--- src/rtl/core/asc_pkg.sv ---
// shared types and constants for the calibrated converter scan block
`timescale 1ns / 1ps

package asc_pkg;

  localparam int unsigned NUM_CHANNELS_DEF = 4;

  localparam int unsigned SAMPLE_W  = 10;
  localparam int unsigned CHAN_W    = 4;
  localparam int unsigned VALUE_W   = 11;
  localparam int unsigned STATUS_W  = 2;
  localparam int unsigned ACTION_W  = 2;
  localparam int unsigned CFG_IDX_W = 2;

  localparam int unsigned FULL_SCALE = 1000;
  // numerator of the mapping is FULL_SCALE times a 10-bit difference
  localparam int unsigned DIV_BITS   = 20;

  localparam logic [SAMPLE_W-1:0] CAL_MIN_RST = 10'd0;
  localparam logic [SAMPLE_W-1:0] CAL_MID_RST = 10'd511;
  localparam logic [SAMPLE_W-1:0] CAL_MAX_RST = 10'd1023;

  typedef enum logic [ACTION_W-1:0] {
    ACT_START = 2'd0,
    ACT_CONV  = 2'd1,
    ACT_READ  = 2'd2
  } action_e;

  typedef enum logic [STATUS_W-1:0] {
    PH_IDLE    = 2'd0,
    PH_WORKING = 2'd1,
    PH_DONE    = 2'd2
  } phase_e;

  typedef enum logic [CFG_IDX_W-1:0] {
    CFG_MIN = 2'd0,
    CFG_MID = 2'd1,
    CFG_MAX = 2'd2
  } cfg_idx_e;

  typedef struct packed {
    logic [SAMPLE_W-1:0] cmin;
    logic [SAMPLE_W-1:0] cmid;
    logic [SAMPLE_W-1:0] cmax;
  } cal_t;

  typedef struct packed {
    logic                start;
    logic [SAMPLE_W-1:0] sample;
  } map_req_t;

  typedef struct packed {
    logic                      done;
    logic signed [VALUE_W-1:0] value;
  } map_rsp_t;

endpackage

--- src/rtl/core/asc_ram.sv ---
// generic single-port ram with registered read
`timescale 1ns / 1ps

module asc_ram #(
  parameter int unsigned WIDTH = 10,
  parameter int unsigned DEPTH = 4,
  localparam int unsigned AW = (DEPTH > 1) ? $clog2(DEPTH) : 1
) (
  input  logic             clk_i,
  input  logic             we_i,
  input  logic             re_i,
  input  logic [AW-1:0]    addr_i,
  input  logic [WIDTH-1:0] wdata_i,
  output logic [WIDTH-1:0] rdata_o
);

  logic [WIDTH-1:0] mem_q [DEPTH];
  logic [WIDTH-1:0] rdata_q;

  always_ff @(posedge clk_i) begin
    if (we_i) begin
      mem_q[addr_i] <= wdata_i;
    end
    if (re_i) begin
      rdata_q <= mem_q[addr_i];
    end
  end

  assign rdata_o = rdata_q;

endmodule

--- src/rtl/core/asc_map.sv ---
// three-point calibration mapping with a restoring serial divider
`timescale 1ns / 1ps

module asc_map import asc_pkg::*; (
  input  logic     clk_i,
  input  logic     rst_ni,
  input  cal_t     cal_i,
  input  map_req_t req_i,
  output map_rsp_t rsp_o
);

  localparam int unsigned CNT_W = $clog2(DIV_BITS);

  typedef enum logic [3:0] {
    M_IDLE = 4'b0001,
    M_MUL  = 4'b0010,
    M_DIV  = 4'b0100,
    M_FIN  = 4'b1000
  } map_state_e;

  map_state_e state_q, state_d;

  logic [SAMPLE_W-1:0] diff_q, diff_d;
  logic [SAMPLE_W-1:0] div_q, div_d;
  logic                above_q, above_d;
  logic                neg_q, neg_d;
  logic                eq_q, eq_d;
  logic                zero_q, zero_d;
  logic [DIV_BITS-1:0] num_q, num_d;
  logic [SAMPLE_W-1:0] rem_q, rem_d;
  logic [CNT_W-1:0]    cnt_q, cnt_d;

  logic signed [SAMPLE_W:0] span;
  logic [SAMPLE_W:0]        span_abs;
  logic [SAMPLE_W:0]        trial;
  logic                     trial_ge;
  logic [SAMPLE_W-1:0]      mag;
  logic signed [VALUE_W-1:0] value;

  // prep: which side of mid, and signed span of that side
  always_comb begin
    above_d = req_i.sample > cal_i.cmid;
    eq_d    = req_i.sample == cal_i.cmid;
    if (above_d) begin
      diff_d = req_i.sample - cal_i.cmid;
      span   = $signed({1'b0, cal_i.cmax}) - $signed({1'b0, cal_i.cmid});
    end else begin
      diff_d = cal_i.cmid - req_i.sample;
      span   = $signed({1'b0, cal_i.cmid}) - $signed({1'b0, cal_i.cmin});
    end
    span_abs = span[SAMPLE_W] ? (~span + 1'b1) : span;
    div_d    = span_abs[SAMPLE_W-1:0];
    zero_d   = span == '0;
    // negative quotient when exactly one of difference direction and span is negative
    neg_d    = ~above_d ^ span[SAMPLE_W];
  end

  assign trial    = {rem_q, num_q[DIV_BITS-1]};
  assign trial_ge = trial >= {1'b0, div_q};

  always_comb begin
    state_d = state_q;
    num_d   = num_q;
    rem_d   = rem_q;
    cnt_d   = cnt_q;
    case (state_q)
      M_IDLE: begin
        if (req_i.start) begin
          state_d = M_MUL;
        end
      end
      M_MUL: begin
        num_d   = DIV_BITS'(diff_q) * DIV_BITS'(FULL_SCALE);
        rem_d   = '0;
        cnt_d   = '0;
        state_d = M_DIV;
      end
      M_DIV: begin
        rem_d = trial_ge ? SAMPLE_W'(trial - {1'b0, div_q}) : trial[SAMPLE_W-1:0];
        num_d = {num_q[DIV_BITS-2:0], trial_ge};
        cnt_d = cnt_q + 1'b1;
        if (cnt_q == CNT_W'(DIV_BITS - 1)) begin
          state_d = M_FIN;
        end
      end
      M_FIN: begin
        state_d = M_IDLE;
      end
      default: begin
        state_d = M_IDLE;
      end
    endcase
  end

  // saturate the quotient, apply the sign; mid maps to zero, a zero span to full scale
  always_comb begin
    mag = (num_q > DIV_BITS'(FULL_SCALE)) ? SAMPLE_W'(FULL_SCALE) : num_q[SAMPLE_W-1:0];
    if (eq_q) begin
      value = '0;
    end else if (zero_q) begin
      value = above_q ? VALUE_W'(FULL_SCALE) : -VALUE_W'(FULL_SCALE);
    end else if (neg_q) begin
      value = -$signed({1'b0, mag});
    end else begin
      value = $signed({1'b0, mag});
    end
  end

  assign rsp_o.done  = state_q == M_FIN;
  assign rsp_o.value = value;

  always_ff @(posedge clk_i or negedge rst_ni) begin
    if (!rst_ni) begin
      state_q <= M_IDLE;
      cnt_q   <= '0;
    end else begin
      state_q <= state_d;
      cnt_q   <= cnt_d;
    end
  end

  always_ff @(posedge clk_i) begin
    if (state_q == M_IDLE && req_i.start) begin
      diff_q  <= diff_d;
      div_q   <= div_d;
      above_q <= above_d;
      neg_q   <= neg_d;
      eq_q    <= eq_d;
      zero_q  <= zero_d;
    end
    num_q <= num_d;
    rem_q <= rem_d;
  end

endmodule

--- src/rtl/core/adc_scan_calibrated_mapper_core.sv ---
// top level: scan sequencing, sample memory, calibration registers, result register
`timescale 1ns / 1ps

// Scans NUM_CHANNELS converter channels and maps a stored 10-bit sample onto
// -1000..1000 through one shared min/mid/max calibration. Items are taken one
// at a time: a start or conversion-complete beat goes from accept straight to
// the result hand-off, while a read passes through a sample memory read, a
// prep, a multiply, the serial divider, a finish and the result hand-off, its
// time set mostly by the one-bit-per-cycle divider. A new beat may be
// accepted while the previous result still sits in the output register. The
// sample memory needs no clearing pass: per-channel valid bits cleared at
// reset make unwritten channels read as zero. Calibration writes are taken at
// any time but belong between beats.
module adc_scan_calibrated_mapper_core import asc_pkg::*; #(
  parameter int unsigned NUM_CHANNELS = NUM_CHANNELS_DEF
) (
  input  logic                       clk_i,
  input  logic                       rst_ni,

  input  logic                       cfg_we_i,
  input  logic [CFG_IDX_W-1:0]       cfg_index_i,
  input  logic [SAMPLE_W-1:0]        cfg_data_i,

  input  logic                       in_valid_i,
  output logic                       in_stall_o,
  input  logic [ACTION_W-1:0]        action_i,
  input  logic [SAMPLE_W-1:0]        sample_i,
  input  logic [CHAN_W-1:0]          channel_index_i,

  output logic                       out_valid_o,
  input  logic                       out_stall_i,
  output logic [STATUS_W-1:0]        scan_status_o,
  output logic [CHAN_W-1:0]          next_channel_o,
  output logic                       scan_complete_o,
  output logic signed [VALUE_W-1:0]  mapped_value_o
);

  localparam int unsigned PW = $clog2(NUM_CHANNELS + 1);
  localparam int unsigned AW = (NUM_CHANNELS > 1) ? $clog2(NUM_CHANNELS) : 1;

  typedef enum logic [3:0] {
    T_IDLE = 4'b0001,
    T_READ = 4'b0010,
    T_MAP  = 4'b0100,
    T_PUSH = 4'b1000
  } top_state_e;

  top_state_e state_q, state_d;

  cal_t cal_q;

  phase_e            phase_q, phase_d;
  logic [PW-1:0]     ptr_q, ptr_d;
  logic [NUM_CHANNELS-1:0] valid_q, valid_d;
  logic              rd_ok_q, rd_ok_d;

  logic [STATUS_W-1:0]       res_status_q, res_status_d;
  logic [CHAN_W-1:0]         res_chan_q, res_chan_d;
  logic                      res_complete_q, res_complete_d;
  logic signed [VALUE_W-1:0] res_value_q, res_value_d;

  logic                      out_valid_q, out_valid_d;
  logic [STATUS_W-1:0]       out_status_q;
  logic [CHAN_W-1:0]         out_chan_q;
  logic                      out_complete_q;
  logic signed [VALUE_W-1:0] out_value_q;

  logic                in_accept;
  logic                chan_ok;
  logic                ram_we, ram_re;
  logic [AW-1:0]       ram_addr;
  logic [SAMPLE_W-1:0] ram_rdata;
  logic                out_load;
  logic [PW-1:0]       ptr_inc;
  map_req_t            map_req;
  map_rsp_t            map_rsp;

  assign in_stall_o = state_q != T_IDLE;
  assign in_accept  = in_valid_i && !in_stall_o;
  assign chan_ok    = {1'b0, channel_index_i} < (CHAN_W + 1)'(NUM_CHANNELS);
  assign ptr_inc    = ptr_q + 1'b1;
  assign out_load   = (state_q == T_PUSH) && (!out_valid_q || !out_stall_i);

  // calibration registers
  always_ff @(posedge clk_i or negedge rst_ni) begin
    if (!rst_ni) begin
      cal_q.cmin <= CAL_MIN_RST;
      cal_q.cmid <= CAL_MID_RST;
      cal_q.cmax <= CAL_MAX_RST;
    end else if (cfg_we_i) begin
      case (cfg_idx_e'(cfg_index_i))
        CFG_MIN: cal_q.cmin <= cfg_data_i;
        CFG_MID: cal_q.cmid <= cfg_data_i;
        CFG_MAX: cal_q.cmax <= cfg_data_i;
        default: ;
      endcase
    end
  end

  always_comb begin
    state_d        = state_q;
    phase_d        = phase_q;
    ptr_d          = ptr_q;
    valid_d        = valid_q;
    rd_ok_d        = rd_ok_q;
    res_status_d   = res_status_q;
    res_chan_d     = res_chan_q;
    res_complete_d = res_complete_q;
    res_value_d    = res_value_q;
    ram_we         = 1'b0;
    ram_re         = 1'b0;
    ram_addr       = ptr_q[AW-1:0];
    map_req.start  = 1'b0;
    map_req.sample = rd_ok_q ? ram_rdata : '0;

    case (state_q)
      T_IDLE: begin
        if (in_accept) begin
          res_complete_d = 1'b0;
          res_value_d    = '0;
          state_d        = T_PUSH;
          case (action_e'(action_i))
            ACT_START: begin
              ptr_d   = '0;
              phase_d = PH_WORKING;
            end
            ACT_CONV: begin
              if (phase_q == PH_WORKING) begin
                if (ptr_q < PW'(NUM_CHANNELS)) begin
                  ram_we                   = 1'b1;
                  valid_d[ptr_q[AW-1:0]]   = 1'b1;
                  ptr_d                    = ptr_inc;
                end
                if (ptr_d >= PW'(NUM_CHANNELS)) begin
                  phase_d        = PH_DONE;
                  res_complete_d = 1'b1;
                end
              end
            end
            ACT_READ: begin
              if (chan_ok) begin
                ram_re   = 1'b1;
                ram_addr = channel_index_i[AW-1:0];
                rd_ok_d  = valid_q[channel_index_i[AW-1:0]];
                state_d  = T_READ;
              end
            end
            default: ;
          endcase
          res_status_d = phase_d;
          res_chan_d   = (phase_d == PH_WORKING) ? CHAN_W'(ptr_d) : '0;
        end
      end
      T_READ: begin
        map_req.start = 1'b1;
        state_d       = T_MAP;
      end
      T_MAP: begin
        if (map_rsp.done) begin
          res_value_d = map_rsp.value;
          state_d     = T_PUSH;
        end
      end
      T_PUSH: begin
        if (out_load) begin
          state_d = T_IDLE;
        end
      end
      default: begin
        state_d = T_IDLE;
      end
    endcase
  end

  always_comb begin
    out_valid_d = out_valid_q;
    if (out_load) begin
      out_valid_d = 1'b1;
    end else if (!out_stall_i) begin
      out_valid_d = 1'b0;
    end
  end

  always_ff @(posedge clk_i or negedge rst_ni) begin
    if (!rst_ni) begin
      state_q     <= T_IDLE;
      phase_q     <= PH_IDLE;
      ptr_q       <= '0;
      valid_q     <= '0;
      rd_ok_q     <= 1'b0;
      out_valid_q <= 1'b0;
    end else begin
      state_q     <= state_d;
      phase_q     <= phase_d;
      ptr_q       <= ptr_d;
      valid_q     <= valid_d;
      rd_ok_q     <= rd_ok_d;
      out_valid_q <= out_valid_d;
    end
  end

  always_ff @(posedge clk_i) begin
    res_status_q   <= res_status_d;
    res_chan_q     <= res_chan_d;
    res_complete_q <= res_complete_d;
    res_value_q    <= res_value_d;
    if (out_load) begin
      out_status_q   <= res_status_q;
      out_chan_q     <= res_chan_q;
      out_complete_q <= res_complete_q;
      out_value_q    <= res_value_q;
    end
  end

  asc_ram #(
    .WIDTH (SAMPLE_W),
    .DEPTH (NUM_CHANNELS)
  ) u_ram (
    .clk_i   (clk_i),
    .we_i    (ram_we),
    .re_i    (ram_re),
    .addr_i  (ram_addr),
    .wdata_i (sample_i),
    .rdata_o (ram_rdata)
  );

  asc_map u_map (
    .clk_i  (clk_i),
    .rst_ni (rst_ni),
    .cal_i  (cal_q),
    .req_i  (map_req),
    .rsp_o  (map_rsp)
  );

  assign out_valid_o     = out_valid_q;
  assign scan_status_o   = out_status_q;
  assign next_channel_o  = out_chan_q;
  assign scan_complete_o = out_complete_q;
  assign mapped_value_o  = out_value_q;

`ifndef NO_ASSERTIONS
  a_ptr_in_range: assert property (@(posedge clk_i) disable iff (!rst_ni)
    (phase_q == PH_WORKING) |-> (ptr_q < PW'(NUM_CHANNELS)))
    else $error("scan pointer past last channel while working");

  a_wr_in_range: assert property (@(posedge clk_i) disable iff (!rst_ni)
    ram_we |-> (ptr_q < PW'(NUM_CHANNELS)))
    else $error("sample write beyond channel count");

  a_map_done_state: assert property (@(posedge clk_i) disable iff (!rst_ni)
    map_rsp.done |-> (state_q == T_MAP))
    else $error("mapping finished outside the mapping state");

  a_value_range: assert property (@(posedge clk_i) disable iff (!rst_ni)
    out_valid_o |-> (mapped_value_o <= $signed(VALUE_W'(FULL_SCALE))
                     && mapped_value_o >= -$signed(VALUE_W'(FULL_SCALE))))
    else $error("mapped value out of full scale");

  a_busy_after_accept: assert property (@(posedge clk_i) disable iff (!rst_ni)
    in_accept |=> in_stall_o)
    else $error("second beat accepted while one is in flight");
`endif

endmodule

--- config.mk ---
export PLATFORM = sky130hd
export DESIGN_NAME = adc_scan_calibrated_mapper_core
export DESIGN_NICKNAME = d
export VERILOG_FILES = /design/src/rtl/core/asc_pkg.sv /design/src/rtl/core/asc_ram.sv /design/src/rtl/core/asc_map.sv /design/src/rtl/core/adc_scan_calibrated_mapper_core.sv
export SDC_FILE = /design/constraint.sdc
export NUM_CORES = 1
export LEC_CHECK = 0
export ABC_CLOCK_PERIOD_IN_PS = 6000
export BUFFER_PORTS_ARGS = -buffer_cell sky130_fd_sc_hd__buf_4
export CAP_MARGIN = 20
export CORE_ASPECT_RATIO = 1.1
export CORE_MARGIN = 1.5
export CORE_UTILIZATION = 65
export CTS_BUF_LIST = sky130_fd_sc_hd__clkbuf_4
export CTS_CLUSTER_DIAMETER = 60
export CTS_CLUSTER_SIZE = 28
export DETAILED_ROUTE_END_ITERATION = 7
export GPL_TIMING_DRIVEN = 0
export HOLD_SLACK_MARGIN = 0.1
export PLACE_DENSITY = 0.81
export SLEW_MARGIN = 5
export SYNTH_ARGS = -nofsm -noshare
export SYNTH_HDL_FRONTEND = slang
export SYNTH_SLANG_ARGS = --single-unit
--- constraint.sdc ---
create_clock -name clk_i -period 6 [get_ports clk_i]
set_input_delay 0.3 -clock clk_i [delete_from_list [all_inputs] [get_ports clk_i]]
set_output_delay 0.3 -clock clk_i [all_outputs]
set_load 0.005 [all_outputs]
## Word-level counts from Yosys, hierarchy flattened

Memories as Yosys holds them, arrays and structs flattened. A register that Yosys moved wholly into a read port is not among the register bits.
Cells that the tools add are included.

- Add/subtract/negate cells: 9
- $mul: 1
- $lt $le $gt $ge: 9
- Equal/unequal tests: 23
- Muxes and demuxes: 60
- Bitwise logic cells: 4
- Reduce and logical (&&, ||, !) cells: 23

Operator list:

| operator | number |
|---|---|
| 11-bit two-way mux | 7 |
| 10-bit two-way mux | 5 |
| 20-bit case mux with 2 select lines | 1 |
| 10-bit subtractor | 3 |
| 4-bit two-way mux | 7 |
| 11-bit case mux with 2 select lines | 1 |
| 10-bit by 10-bit subtractor with 11-bit output | 2 |
| 20-bit by 10-bit greater-than comparator with 1-bit output (second input constant) | 1 |
| 10-bit case mux with 2 select lines | 1 |
| 3-bit two-way mux | 6 |
| 10-bit by 7-bit multiplier with 17-bit output (second input constant) | 1 |
| 1-bit two-way mux | 17 |
| 2-bit two-way mux | 8 |
| 4-bit case mux with 4 select lines | 1 |
| 4-bit case mux with 3 select lines | 1 |
| 2-bit AND reduction | 6 |
| 11-bit by 10-bit greater-or-equal comparator with 1-bit output | 1 |
| 11-bit zero test | 1 |
| 10-bit negation with 11-bit output | 1 |
| 10-bit by 1-bit adder with 10-bit output (second input constant) | 1 |
| 10-bit equality test | 1 |
| 10-bit greater-than comparator | 1 |
| 10-bit inverter | 1 |
| 5-bit case mux with 2 select lines | 1 |
| 32 further kinds | 53 |

- Register bits: 144
- RAM bits: 40
- Bits of input ports: 33
- Word-level logic and storage cells: 158
- Memories: 1

Memory list:

| memory | words | width | read ports | clocked after Yosys merged registers in | wr ports | line | text |
|---|---|---|---|---|---|---|---|
| u_ram.mem_q | 4 | 10 | 1 | 1 | 1 | asc_ram.sv:17 | `logic [WIDTH-1:0] mem_q [DEPTH];` |

## Logic depth before layout (Yosys ltp)

- Depth in word-level cells: 13
- Depth in mapped cells: 17

## Modules after synthesis

From an unflattened synthesis, not the netlist that was laid out.

- Cells, all modules: 1,070
- Area, all modules: 12,127.9 um^2

By module, submodules not included:

| module | times used | cells an instance | area each (um^2) | seq. area each (um^2) |
|---|---|---|---|---|
| asc_map | 1 | 786 | 7,060.5 | 1,848.0 |
| adc_scan_calibrated_mapper_core | 1 | 217 | 3,254.4 | 2,172.1 |
| asc_ram | 1 | 67 | 1,813.0 | 1,501.4 |

## Worst setup path after synthesis

No wires, ideal clock.

- Path kind: reg2reg
- Start point: register u_map.diff_q[0]
- End point: register u_map.num_q[18], data pin
- Arrival time: 3.907 ns
- Data required time: 5.733 ns
- Slack: 1.826 ns
- Stages on the path, launching flop included: 16
- Path buffers: 0
- Clock period less this slack: 4.174 ns
- Path through: edfxtp_1 > fa_1 > xor2_1 > ha_1 > inv_1 > fa_1 > fa_1 > inv_1 > ha_1 > a21oi_1 > o21ai_0 > and2_1 > a21o_1 > o31ai_1 > xor2_1 > o21ai_0

- Longest elaborated chain between the ends: 2

RTL lines:

| what | line | text |
|---|---|---|
| start: declaration | asc_map.sv:23 | `logic [SAMPLE_W-1:0] diff_q, diff_d;` |
| start signal: assignment | asc_map.sv:124 | `diff_q <= diff_d;` |
| 10-bit by 7-bit multiplier with 17-bit output | asc_map.sv:73 | `num_d = DIV_BITS'(diff_q) * DIV_BITS'(FULL_SCALE);` |
| 20-bit case mux with 2 select lines | asc_map.sv:66 | `case (state_q)` |
| net u_map.num_d[18] | asc_map.sv:29 | `logic [DIV_BITS-1:0] num_q, num_d;` |
| end signal: assignment | asc_map.sv:131 | `num_q <= num_d;` |
| end: declaration | asc_map.sv:29 |  |

The timed path passes the listed nets, and every way through them passes these cells.
A chain may end at the register's enable or synchronous reset.

## Final worst setup path

- Start point: register u_map.diff_q[0]
- End point: register u_map.num_q[17], data pin

Same word-level chain as after synthesis.

==> flow_summary.json <==
{
  "multi_input_area_mm2": 0.00591,
  "fin_crit_sh_pct": 74.5,
  "synth_fp_nets": 1242,
  "regToRegSetupSlack_ps": 1530,
  "cts_tree": "yes",
  "syn2layout_area_growth_pct": 11.0,
  "total_power_mw": 3.79,
  "die_area_mm2": 0.0193,
  "synth_edf_count": 138,
  "die_x_um": 133,
  "reg2reg_from": "u_map.diff_q[0]",
  "switching_share_pct": 35.7,
  "cts_max_path_buffers": 2,
  "arrival_ps": 4790,
  "r2r-end": "u_map.num_q[17]",
  "power_frac_seq_pct": 45.1,
  "peakVddDrop_mv": 0.229,
  "cts_resized": 0,
  "critical_path_class": "reg -> reg",
  "synthCells": 1076,
  "num_vias": 8303,
  "grt_max_degree": 55,
  "power_switching_mw": 1.36,
  "port_buffers": 50,
  "fin_worst_skew_ps": 29.7,
  "drt-initial-drc-count": 471,
  "maxSlewViolCount": 0,
  "dieHeight_um": 146,
  "io_pins": 53,
  "p_int_mw": 2.44,
  "synth_common_cells": "edfxtp_1 (138), inv_1 (112), ha_1 (99)",
  "async_flop_share_pct": 28.1,
  "max_freq_ghz": 0.224,
  "layout.nets": 1343,
  "clock_power_share_pct": 19.2,
  "worstSetupEndpoint": "u_map.num_q[17]",
  "synth_area_leaders": "edfxtp_1 (35%), ha_1 (10%), dfrtp_1 (6.9%), fa_1 (5.7%), dfstp_2 (4.6%)",
  "powerDensity_mw_per_mm2": 285,
  "synth_seq_cells": 192,
  "crit_start": "u_map.diff_q[0]",
  "yosys_warnings": 0,
  "start_util_pct": 67.2,
  "core_area_mm2": 0.0179,
  "yosysSeqAreaShare_pct": 46.0,
  "worst_setup_path_start_kind": "register",
  "cts.sinks": 192,
  "drc_errors": 0,
  "cts_root_buf": "clkbuf_4",
  "leakagePower_nw": 5.67,
  "grt_use_total_pct": 25.7,
  "setup_viol": 0,
  "antenna_found_initial": 1,
  "synthFlopType": "edfxtp_1",
  "finalHoldViolCount": 0,
  "p_comb_share_pct": 35.7,
  "crit_required_ps": 6320,
  "cp_max_fo": 6,
  "htree_num_levels": 4,
  "dp_hpwl_mm": 17.8,
  "r2r_cells": 15,
  "grt_overflow_total": 0,
  "rsz0062_at_grt": "no",
  "worstSkewPairLatency_ps": 600,
  "worstSetupEndpointType": "register",
  "rows": 51,
  "num-fill-cells": 1237,
  "synth_area_per_cell_um2": 11.2,
  "vias_per_cell": 5.81,
  "wirelength_mm": 23.7,
  "ant_nets": 0,
  "cap_viol_max_count": 0,
  "synth_area_mm2": 0.0120,
  "synth_top_cell_by_area": "edfxtp_1",
  "max_slew.worst_pin.slew_ps": 1080,
  "synth.most_common_cell": "edfxtp_1",
  "status": "completed",
  "wl_per_cell_um": 16.6,
  "dr.pass1.iters": 6,
  "finalSetupTns_ps": 0,
  "finish.utilization_pct": 74.6,
  "register_area_mm2": 0.00552,
  "period_needed_ps": 4470,
  "gp_congestion": 0.904,
  "first_global_vias": 8393,
  "drive_gt1_share_pct": 14.8,
  "hold_class": "in -> reg",
  "grt_pass1_wl_mm": 39.6,
  "synth_cell_types": 85,
  "synth_top_area_share_pct": 34.5,
  "cts.clk_slew.worst_paths_ps": 170,
  "maxSlewHeadroom_pct": 27.9,
  "numCtsBuffers": 17
}
==> cell families (layout without fill, tap and decap cells) <==
kind of cell | Yosys count | count (layout) | synth area share [%]
buffers and inverters | 142 | 256 | 4.81
adders and majority gates | 133 | 133 | 16.0
and+or+nand+nor | 300 | 300 | 12.4
AOI/OAI and AO/OA | 206 | 206 | 11.2
DFF | 192 | 192 | 46.0
muxes | 55 | 55 | 6.10
other | 1 | 2 | 0.0312
xor gates and xnor gates | 47 | 47 | 3.43
==> placed cells by master, fill, tap and decap left out, types with 17 or more instances in the layout <==
cell / n
nand3_1: 18
nor2_1: 80
inv_1: 112
buf_4: 52
xnor2_1: 25
dfstp_2: 21
xor2_1: 22
nand2_1: 74
clkbuf_1: 19
edfxtp_1: 138
dlygate4sd3_1: 30
clkbuf_4: 17
fa_1: 34
mux2i_1: 17
dfrtp_1: 33
ha_1: 99
mux2_2: 24
a21oi_1: 61
nor3_1: 25
o21ai_0: 41
==> power groups by stage <==
| stage | clock (mW) | sequential, mW | combinational (mW) |
|---|---|---|---|
| 6_report | 0.727 | 1.71 | 1.36 |
| 5_1_grt | 0.787 | 1.73 | 1.50 |
| 4_1_cts | 0.738 | 1.71 | 1.35 |
| 3_5_place_dp | 0 | 1.74 | 1.33 |
| 3_3_place_gp | 0 | 1.73 | 1.28 |
| 2_1_floorplan | 0 | 1.71 | 1.02 |
==> through the flow <==
stage	setup slack, ps	cells	hold WS [ps]	area (um^2)
floorplan	1830	1076	4.41	12000
global route	1260	1429	148	13300
detailed placement	1510	1366	399	12700
CTS	1500	1428	144	13300
finish	1530	1429	183	13300
global placement	1570	1364	393	12700
==> flip-flops by register name (all words and copies together) (netlist names), 4 cells and up <==
register	flops
u_map.diff_q	10
res_value_q	11
valid_q	4
u_ram.mem_q	40
cal_q	30
u_map.div_q	10
u_map.cnt_q	5
u_map.rem_q	10
u_map.state_q	4
state_q	4
mapped_value_o	11
u_map.num_q	20
u_ram.rdata_o	10
==> layer usage <==
metal	share of wire (%)	GRT usage, %	vias up	routed length, um
met3	3.7	4.08	45	874
met5	0	0	-	0
met4	2.5	8.41	0	593
met2	52	46.0	190	12200
met1	42	32.0	4034	10000
li1	-	-	4034	-
==> worst max-delay path: stages, from the launching register on <==
cell,delay [ps]
edfxtp_1,540
fa_1,640
xor2_1,160
ha_1,250
inv_1,80
fa_1,440
fa_1,510
inv_1,40
ha_1,330
o21ai_0,250
o21ai_0,180
a31oi_1,300
nand2b_1,90
a21oi_1,180
xor2_1,160
a21oi_1,80
==> final cells by class <==
| type | count | area share, % |
|---|---|---|
| Antenna cell | 1 | 0.0188 |
| Buffer | 28 | 1.09 |
| Clock buffer | 17 | 0.957 |
| Clock inverter | 15 | 1.34 |
| Inverter | 114 | 3.25 |
| Multi-Input combinational cell | 742 | 44.4 |
| Sequential cell | 192 | 41.4 |
| Tap cell | 238 | 2.23 |
| Timing Repair Buffer | 82 | 5.33 |
==> what timing repair did <==
action | 4_1_cts | 5_1_grt
hold buffers | 30 | 0
setup endpoints to repair | 0 | 0
setup buffers | 0 | 0
hold endpoints to repair | 111 | 0
==> how the worst min path moves through the flow <==
stage	to	from	cells past startpoint	slack, ps
after floorplan	cal_q[19]	rst_ni	0	4
after global placement	valid_q[2]	rst_ni	1	390
after detailed placement	valid_q[2]	rst_ni	1	400
after CTS	rd_ok_q	channel_index_i[0]	3	140
after global routing	rd_ok_q	channel_index_i[0]	3	150
final	rd_ok_q	channel_index_i[0]	3	180
No activity file was read; power rests on OpenSTA's default activity.
